`src/hdl/multichannel_manchester_frame_decoder_macros.svh`:
```
// Assertion macros shared by the frame decoder modules.
`ifndef MULTICHANNEL_MANCHESTER_FRAME_DECODER_MACROS_SVH
`define MULTICHANNEL_MANCHESTER_FRAME_DECODER_MACROS_SVH

// Checks a condition at every clock edge outside of reset.
`define MFD_ASSERT_ALWAYS(lbl, expr, msg) \
	lbl: assert property (@(posedge clk) disable iff (!arst_n) (expr)) else $error(msg);

// Checks that a trigger is followed by a consequence in the following cycle.
`define MFD_ASSERT_NEXT(lbl, trig, cons, msg) \
	lbl: assert property (@(posedge clk) disable iff (!arst_n) (trig) |=> (cons)) \
		else $error(msg);

`endif

```
`src/hdl/mfd_pkg.sv`:
```
// Shared types and constants of the Manchester frame decoder.
package mfd_pkg;

	localparam int PIN_W = 12;
	localparam int DATA_W = 16;
	localparam int SRC_W = 4;
	localparam int LANE_MAX = 16;

	typedef enum logic [1:0] {
		PH_HEADER = 2'd0,
		PH_DATA   = 2'd1,
		PH_CHECK  = 2'd2
	} phase_t;

	typedef struct packed {
		logic [DATA_W-1:0] frame_data;
		logic [SRC_W-1:0]  source_sensor;
		logic [PIN_W-1:0]  receiving_mask;
	} result_t;

endpackage

```
`src/hdl/mfd_front.sv`:
```
// Input side of the decoder: accepts pin samples into a two-entry queue.
`include "multichannel_manchester_frame_decoder_macros.svh"

module mfd_front (
	input  logic                      clk,
	input  logic                      arst_n,
	input  logic                      in_valid,
	output logic                      in_ready,
	input  logic [mfd_pkg::PIN_W-1:0] sample_pins,
	output logic                      q_valid,
	input  logic                      q_ready,
	output logic [mfd_pkg::PIN_W-1:0] q_pins
);

	logic [mfd_pkg::PIN_W-1:0] mem_q [2];
	logic                      wr_ptr_q;
	logic                      rd_ptr_q;
	logic [1:0]                cnt_q;
	logic                      push;
	logic                      pop;

	assign in_ready = (cnt_q != 2'd2);
	assign q_valid  = (cnt_q != 2'd0);
	assign q_pins   = mem_q[rd_ptr_q];
	assign push     = in_valid && in_ready;
	assign pop      = q_valid && q_ready;

	always_ff @(posedge clk or negedge arst_n) begin
		if (!arst_n) begin
			wr_ptr_q <= 1'b0;
			rd_ptr_q <= 1'b0;
			cnt_q    <= 2'd0;
		end else begin
			if (push) begin
				wr_ptr_q <= ~wr_ptr_q;
			end
			if (pop) begin
				rd_ptr_q <= ~rd_ptr_q;
			end
			if (push && !pop) begin
				cnt_q <= cnt_q + 2'd1;
			end else if (pop && !push) begin
				cnt_q <= cnt_q - 2'd1;
			end
		end
	end

	always_ff @(posedge clk) begin
		if (push) begin
			mem_q[wr_ptr_q] <= sample_pins;
		end
	end

	`MFD_ASSERT_ALWAYS(a_cnt_bound, cnt_q <= 2'd2, "queue count overflow")
	`MFD_ASSERT_NEXT(a_push_visible, push && cnt_q == 2'd0, q_valid, "pushed beat not visible")

endmodule

```
`src/hdl/mfd_back.sv`:
```
// Lane array: per-sensor Manchester decoding, shared phase and result register.
`include "multichannel_manchester_frame_decoder_macros.svh"

module mfd_back #(
	parameter int SENSORS    = 12,
	parameter int HEADER_LEN = 6,
	parameter int DATA_LEN   = 16,
	parameter int CHECK_LEN  = 4
) (
	input  logic                      clk,
	input  logic                      arst_n,
	input  logic                      compute_on_board,
	input  logic                      q_valid,
	output logic                      q_ready,
	input  logic [mfd_pkg::PIN_W-1:0] q_pins,
	output logic                      out_valid,
	input  logic                      out_ready,
	output mfd_pkg::result_t          result
);

	localparam int CW = $clog2(SENSORS + 1);
	localparam logic [mfd_pkg::DATA_W-1:0] DMASK =
		mfd_pkg::DATA_W'((32'd1 << DATA_LEN) - 32'd1);

	mfd_pkg::phase_t           ph_q, ph_nx;
	logic [CW-1:0]             dc_q;
	logic [SENSORS-1:0]        en_q, en_d;
	logic [SENSORS-1:0]        fok_q, fok_d;
	logic [2:0]                hc_q [SENSORS];
	logic [2:0]                hc_d [SENSORS];
	logic                      fh_q [SENSORS];
	logic                      fh_d [SENSORS];
	logic [4:0]                bl_q [SENSORS];
	logic [4:0]                bl_d [SENSORS];
	logic [mfd_pkg::DATA_W-1:0] da_q [SENSORS];
	logic [mfd_pkg::DATA_W-1:0] da_d [SENSORS];
	logic [3:0]                oc_q [SENSORS];
	logic [3:0]                oc_d [SENSORS];
	logic [3:0]                ca_q [SENSORS];
	logic [3:0]                ca_d [SENSORS];
	logic [mfd_pkg::LANE_MAX-1:0] pins_ext;
	logic [CW-1:0]             n_dis;
	logic [CW:0]               dc_sum;
	logic                      all_off;
	logic                      any_pass;
	logic                      got;
	logic                      step;
	logic [mfd_pkg::DATA_W-1:0] win_data;
	logic [mfd_pkg::SRC_W-1:0] win_src;
	logic [mfd_pkg::PIN_W-1:0] mask;
	logic                      out_valid_q;
	mfd_pkg::result_t          res_q;

	assign pins_ext  = mfd_pkg::LANE_MAX'(q_pins);
	assign q_ready   = !out_valid_q || out_ready;
	assign step      = q_valid && q_ready;
	assign out_valid = out_valid_q;
	assign result    = res_q;

	always_comb begin
		logic b;
		logic dis;
		logic acc;
		logic [4:0] sh;
		ph_nx    = ph_q;
		n_dis    = '0;
		any_pass = 1'b0;
		win_data = '0;
		win_src  = '0;
		en_d     = en_q;
		fok_d    = fok_q;
		for (int i = 0; i < SENSORS; i++) begin
			hc_d[i] = hc_q[i];
			fh_d[i] = fh_q[i];
			bl_d[i] = bl_q[i];
			da_d[i] = da_q[i];
			oc_d[i] = oc_q[i];
			ca_d[i] = ca_q[i];
			b   = pins_ext[i];
			dis = 1'b0;
			acc = 1'b0;
			sh  = '0;
			if (en_q[i]) begin
				case (ph_q)
					mfd_pkg::PH_HEADER: begin
						if (!b) begin
							hc_d[i] = hc_q[i] + 3'd1;
						end else begin
							dis     = 1'b1;
							hc_d[i] = 3'd0;
						end
						if (hc_d[i] == 3'(HEADER_LEN)) begin
							ph_nx   = mfd_pkg::PH_DATA;
							hc_d[i] = 3'd0;
							bl_d[i] = 5'(DATA_LEN);
							da_d[i] = '0;
							oc_d[i] = 4'd0;
						end
					end
					mfd_pkg::PH_DATA, mfd_pkg::PH_CHECK: begin
						// The first half-bit is stored, the second must differ from it.
						if (hc_q[i] == 3'd0) begin
							hc_d[i] = 3'd1;
							fh_d[i] = b;
						end else begin
							hc_d[i] = 3'd0;
							if (b != fh_q[i]) begin
								acc = 1'b1;
							end else begin
								dis = 1'b1;
							end
						end
						if (ph_q == mfd_pkg::PH_DATA) begin
							if (acc) begin
								sh      = 5'(DATA_LEN) - bl_q[i];
								da_d[i] = (da_q[i] + (mfd_pkg::DATA_W'(b) << sh)) & DMASK;
								bl_d[i] = bl_q[i] - 5'd1;
								if (!fh_q[i]) begin
									oc_d[i] = oc_q[i] + 4'd1;
								end
							end
							if (bl_d[i] == 5'd0) begin
								ph_nx   = mfd_pkg::PH_CHECK;
								bl_d[i] = 5'(CHECK_LEN);
								hc_d[i] = 3'd0;
								ca_d[i] = 4'd0;
							end
						end else begin
							if (acc) begin
								sh      = bl_q[i] - 5'd1;
								ca_d[i] = ca_q[i] + (4'(b) << sh);
								bl_d[i] = bl_q[i] - 5'd1;
							end
							if (bl_d[i] == 5'd0) begin
								if (4'(ca_d[i] + oc_q[i]) == 4'd0) begin
									fok_d[i] = 1'b1;
									any_pass = 1'b1;
									win_data = da_d[i];
									win_src  = mfd_pkg::SRC_W'(i);
								end
								hc_d[i] = 3'd0;
								bl_d[i] = 5'(DATA_LEN);
							end
						end
					end
					default: begin
					end
				endcase
			end
			if (dis) begin
				en_d[i] = 1'b0;
				n_dis   = n_dis + CW'(1);
			end
		end
		dc_sum  = (CW+1)'(dc_q) + (CW+1)'(n_dis);
		all_off = (dc_sum == (CW+1)'(SENSORS));
		got     = any_pass && !all_off;
		mask    = '0;
		for (int i = 0; i < SENSORS; i++) begin
			if (i < mfd_pkg::PIN_W) begin
				mask[i] = fok_d[i];
			end
		end
	end

	always_ff @(posedge clk or negedge arst_n) begin
		if (!arst_n) begin
			ph_q        <= mfd_pkg::PH_HEADER;
			dc_q        <= '0;
			en_q        <= '1;
			fok_q       <= '0;
			out_valid_q <= 1'b0;
			for (int i = 0; i < SENSORS; i++) begin
				hc_q[i] <= 3'd0;
				fh_q[i] <= 1'b0;
				bl_q[i] <= 5'd0;
				da_q[i] <= '0;
				oc_q[i] <= 4'd0;
				ca_q[i] <= 4'd0;
			end
		end else begin
			if (step && got) begin
				out_valid_q <= 1'b1;
			end else if (out_ready) begin
				out_valid_q <= 1'b0;
			end
			if (step) begin
				for (int i = 0; i < SENSORS; i++) begin
					hc_q[i] <= hc_d[i];
					fh_q[i] <= fh_d[i];
					bl_q[i] <= bl_d[i];
					da_q[i] <= da_d[i];
					oc_q[i] <= oc_d[i];
					ca_q[i] <= ca_d[i];
				end
				// Every lane dropped out, or a good frame with on-board compute: re-arm.
				if (all_off || (got && compute_on_board)) begin
					en_q <= '1;
					ph_q <= mfd_pkg::PH_HEADER;
					dc_q <= '0;
				end else begin
					en_q <= en_d;
					ph_q <= ph_nx;
					dc_q <= dc_sum[CW-1:0];
				end
				fok_q <= (got && compute_on_board) ? '0 : fok_d;
			end
		end
	end

	always_ff @(posedge clk) begin
		if (step && got) begin
			res_q.frame_data     <= win_data;
			res_q.source_sensor  <= win_src;
			res_q.receiving_mask <= mask;
		end
	end

	`MFD_ASSERT_ALWAYS(a_dc_bound, dc_q < CW'(SENSORS), "disable count reached lane count")
	`MFD_ASSERT_NEXT(a_rearm, step && all_off, ph_q == mfd_pkg::PH_HEADER && en_q == '1, "no re-arm")
	`MFD_ASSERT_NEXT(a_hold, !step, $stable(ph_q) && $stable(en_q), "lane state moved without a beat")

endmodule

```
`src/hdl/multichannel_manchester_frame_decoder.sv`:
```
// Twelve-lane Manchester frame decoder with a shared header, data and check phase.
// Each accepted pin sample advances every lane, so the block takes one sample per clock
// unless the output stalls; that figure is set by the lane array, which updates all
// lanes together, and a result leaves through a registered output in the cycle after
// its sample enters the lanes. A two-entry queue parts input from the lane array, and
// an output register parts the lane array from the result side. The configuration
// port is always ready and should be written only while the block is idle.
`include "multichannel_manchester_frame_decoder_macros.svh"

module multichannel_manchester_frame_decoder #(
	parameter int SENSORS    = 12,
	parameter int HEADER_LEN = 6,
	parameter int DATA_LEN   = 16,
	parameter int CHECK_LEN  = 4
) (
	input  logic                       clk,
	input  logic                       arst_n,
	input  logic                       cfg_valid,
	output logic                       cfg_ready,
	input  logic                       cfg_data,
	input  logic                       in_valid,
	output logic                       in_ready,
	input  logic [mfd_pkg::PIN_W-1:0]  sample_pins,
	output logic                       out_valid,
	input  logic                       out_ready,
	output logic [mfd_pkg::DATA_W-1:0] frame_data,
	output logic [mfd_pkg::SRC_W-1:0]  source_sensor,
	output logic [mfd_pkg::PIN_W-1:0]  receiving_mask
);

	logic                      cob_q;
	logic                      q_valid;
	logic                      q_ready;
	logic [mfd_pkg::PIN_W-1:0] q_pins;
	mfd_pkg::result_t          result;

	assign cfg_ready = 1'b1;

	always_ff @(posedge clk or negedge arst_n) begin
		if (!arst_n) begin
			cob_q <= 1'b1;
		end else if (cfg_valid && cfg_ready) begin
			cob_q <= cfg_data;
		end
	end

	mfd_front u_front (
		.clk         (clk),
		.arst_n      (arst_n),
		.in_valid    (in_valid),
		.in_ready    (in_ready),
		.sample_pins (sample_pins),
		.q_valid     (q_valid),
		.q_ready     (q_ready),
		.q_pins      (q_pins)
	);

	mfd_back #(
		.SENSORS    (SENSORS),
		.HEADER_LEN (HEADER_LEN),
		.DATA_LEN   (DATA_LEN),
		.CHECK_LEN  (CHECK_LEN)
	) u_back (
		.clk              (clk),
		.arst_n           (arst_n),
		.compute_on_board (cob_q),
		.q_valid          (q_valid),
		.q_ready          (q_ready),
		.q_pins           (q_pins),
		.out_valid        (out_valid),
		.out_ready        (out_ready),
		.result           (result)
	);

	assign frame_data     = result.frame_data;
	assign source_sensor  = result.source_sensor;
	assign receiving_mask = result.receiving_mask;

endmodule
```
`config.mk`:
```
export PLATFORM = sky130hd
export DESIGN_NAME = multichannel_manchester_frame_decoder
export DESIGN_NICKNAME = d
export VERILOG_FILES = /design/src/hdl/mfd_pkg.sv /design/src/hdl/mfd_front.sv /design/src/hdl/mfd_back.sv /design/src/hdl/multichannel_manchester_frame_decoder.sv
export VERILOG_INCLUDE_DIRS = /design/src /design/src/hdl
export SDC_FILE = /design/constraint.sdc
export NUM_CORES = 2
export LEC_CHECK = 0
export ABC_AREA = 1
export BUFFER_PORTS_ARGS = -buffer_cell sky130_fd_sc_hd__buf_2
export CAP_MARGIN = 20
export CORE_AREA = 10 10 269 271
export CTS_CLUSTER_SIZE = 28
export DETAILED_ROUTE_END_ITERATION = 6
export DIE_AREA = 0 0 279 281
export MAX_ROUTING_LAYER = met4
export PLACE_DENSITY = 0.74
export RECOVER_POWER = 25
export SYNTH_ARGS = -nofsm -noshare
export SYNTH_HDL_FRONTEND = slang
export SYNTH_HIERARCHICAL = 1
export SYNTH_SLANG_ARGS = --single-unit
```
`constraint.sdc`:
```
create_clock -name clk -period 11.1 [get_ports clk]
set_input_delay 2.22 -clock clk [delete_from_list [all_inputs] [get_ports clk]]
set_output_delay 2.22 -clock clk [all_outputs]
set_load 0.02 [all_outputs]
```
==> results.cfg <==
[global_route]
grt-ovfl-total = 0
grt_pass1_wl_um = 186000
first_global_vias = 35500
antenna_found_initial = 4
grt_max_degree = 141
grt_usage = 0.301

[place]
io_buffer_count = 51
dp_slack_ns = 1.71
gp_congestion = 0.962
hpwl_um = 87400

[worst_setup_path]
worstPathArrival_ns = 9.78
rr_worst_depth = 49
r2r-end = u_back/result[5]
rrSetupSlack_ns = 1.59
endpoint = u_back/result[5]
critPathCaptureType = flip-flop
cp_max_fo = 32
crit_start = u_front/rd_ptr_q
rr_startpoint = u_front/rd_ptr_q
critPathSlowestCell = nor2_4
startpoint_type = flip-flop
cp.required_ns = 11.37
slowest_delay_ns = 0.80
worstSetupPathType = reg -> reg
critPathMostFrequentCell = nand2_1

[logic_synthesis]
synth-edff-count = 56
syn-instance-count = 5725
syn-num-nets = 6100
synth_ff_type = dfrtp_1
synthArstFlopShare = 0.885
yosysWarningCount = 6
ys_seq_area_frac = 0.314
synth.avg_cell_area_um2 = 6.96
synth.distinct_cells = 67
syn_area_mm2 = 0.0398
synth_seq_cells = 488

[detailed_routing]
ant_nets = 0
wl_met1_um = 53000
wl_met2_um = 51400
wl_per_cell_um = 17.4
viasPerCell = 5.71
wirelength_um = 117000
top_layer_used = met4
first_pass_iters = 7
drcViolationCount = 2
drtIter0Drc = 3716
vias = 38200
met3WireLength_um = 9070

[timing]
timing.hold.ws_ns = 0.494
fin_skew_ns = 0.0358
fin_tns_setup_ns = 0
period_share = 0.857
fmax_mhz = 105
hold_violations = 0
drv_slew = 201
rsz0062_at_grt = no
worst_slack_ns = 1.59
setup_viol = 0
slew_headroom = -3.28
tightestPinTransition_ns = 6.42
post-route-min-period_ns = 9.51

[min_path]
hold_path_class = reg -> reg

[cts]
postCtsSetupBuffers = 0
clkSinkCount = 488
root_buffer = clkbuf_16
cts_buffers = 59
cts_tree = yes
h-tree-depth = 2
cts.hold.buffers_added = 0
cts_resized = 0
cts_buffer_depth = 3
clkTransAtPathRegs_ns = 0.06
clk-insertion-delay-late_ns = 0.66

[die]
die_h_um = 281
row_count = 95
die_area_mm2 = 0.0784
start_util = 0.596
ioPinCount = 53
coreArea_mm2 = 0.0668
die_x_um = 279

[cells_and_area]
fin_nets = 6131
area_growth_pct = 7.65
final_cell_mix = nand2_1, inv_1, nor2_1
drive_gt1_frac = 0.0519
final_common_cell = nand2_1

[status]
status = finished with violations
violations = design-rule violations, max-capacitance violations, max-slew violations

[power_and_ir_drop]
cellPowerDensity_mw_per_mm2 = 119
ir_drop_v = 0.000145
p_leak_nw = 22.3

[run]
drv_cap = 3
[routing by layer]
metal  vias to the layer above  track usage
li1                      18900            -
met3                       189       0.0467
met2                      1298        0.459
met5                         -            -
met4                         0       0.0861
met1                     17800        0.410
[Yosys cell counts (all sizes together), types with 11 or more instances]
cell / n / area (um^2)
edfxtp: 56 / 1680
buf: 51 / 303
o31ai: 21 / 158
nand4: 58 / 378
a21o: 16 / 120
dfrtp: 419 / 10500
o22ai: 76 / 475
nor3: 163 / 842
ha: 320 / 4000
a22oi: 13 / 97.6
nand3: 327 / 1720
xor2: 119 / 1180
o2111ai: 14 / 123
a32o: 14 / 140
o211ai: 12 / 90.1
o41ai: 17 / 149
inv: 950 / 3570
dfstp: 13 / 342
nor4: 12 / 81.3
o21bai: 17 / 128
or2: 15 / 93.8
nand2: 1390 / 5300
xnor2: 32 / 288
a31oi: 35 / 219
a22o: 13 / 114
a21oi: 296 / 1480
clkbuf: 58 / 218
clkinv: 11 / 41.3
fa: 37 / 741
o21ai: 510 / 2550
nor2: 579 / 2200
[cell families after synthesis]
kind of cell / Yosys count / synth area share
DFF: 488 / 0.314
and+or+nand+nor: 2561 / 0.270
AOI/OAI and AO/OA: 1095 / 0.156
adders and majority gates: 357 / 0.119
other: 1 / 0.0000941
buffers and inverters: 1070 / 0.104
xor gates and xnor gates: 153 / 0.0380
[power by group]
group,switching [mW],leakage (nW),internal (mW)
clock network,0.830,0.961,1.18
logic,0.872,16.0,0.326
registers,0.0258,5.34,1.87
[registers in the layout, indices dropped and copies added, names as in the netlist]
| signal | flops |
|---|---|
| u_back/da_q | 192 |
| u_back/bl_q | 60 |
| u_back/ca_q | 48 |
| u_back/oc_q | 48 |
| u_back/hc_q | 36 |
| u_back/result | 32 |
| u_front/mem_q | 24 |
| u_back/en_q | 12 |
| u_back/fh_q | 12 |
| u_back/fok_q | 12 |
| u_back/dc_q | 4 |
| u_back/ph_q | 2 |
| u_front/cnt_q | 2 |
| cob_q | 1 |
| u_back/out_valid | 1 |
| u_front/rd_ptr_q | 1 |
| u_front/wr_ptr_q | 1 |
[layout make-up]
type                    count  area (um^2)
flip-flops and latches    488        12500
clock buffers              79         1610
well taps                 873         1090
repair buffers             79          460
clock inverters            29          379
diodes                      5         12.5
multi-input cells        4167        23200
fillers                  6099        23900
inverters                 961         3610
[metrics by stage]
| step | utilization | cells | power (mW) | instance area (um^2) |
|---|---|---|---|---|
| 2_1_floorplan | - | 5725 | 2.80 | 39800 |
| 3_3_place_gp | 0.612 | 6565 | 3.07 | 40900 |
| 3_5_place_dp | 0.612 | 6565 | 3.10 | 40900 |
| 4_1_cts | 0.642 | 6673 | 5.12 | 42900 |
| 5_1_grt | 0.642 | 6680 | 5.36 | 42900 |
| 6_report | 0.642 | 6681 | 5.10 | 42900 |
[worst max-delay path, delay by kind of cell (launching register included)]
kind,cells,cell delay (ns)
buf+inv,7,0.74
compound gates,2,0.41
xor+xnor,1,0.18
simple gates,28,4.04
flops,1,0.56
fa+ha+maj,11,3.20
[how the worst min path moves through the flow]
stage               startpoint              end  slack, ns  cells past startpoint
6_report       u_back/en_q[11]  u_back/en_q[11]       0.49                      2
5_1_grt         u_back/en_q[9]   u_back/en_q[9]       0.51                      2
4_1_cts         u_back/dc_q[0]   u_back/dc_q[0]       0.49                      2
3_5_place_dp    u_back/dc_q[0]   u_back/dc_q[0]       0.48                      2
3_3_place_gp    u_back/en_q[9]   u_back/en_q[9]       0.47                      2
2_1_floorplan   u_back/dc_q[0]   u_back/dc_q[0]       0.46                      2
Note: power is estimated with default switching activity, not from simulation.
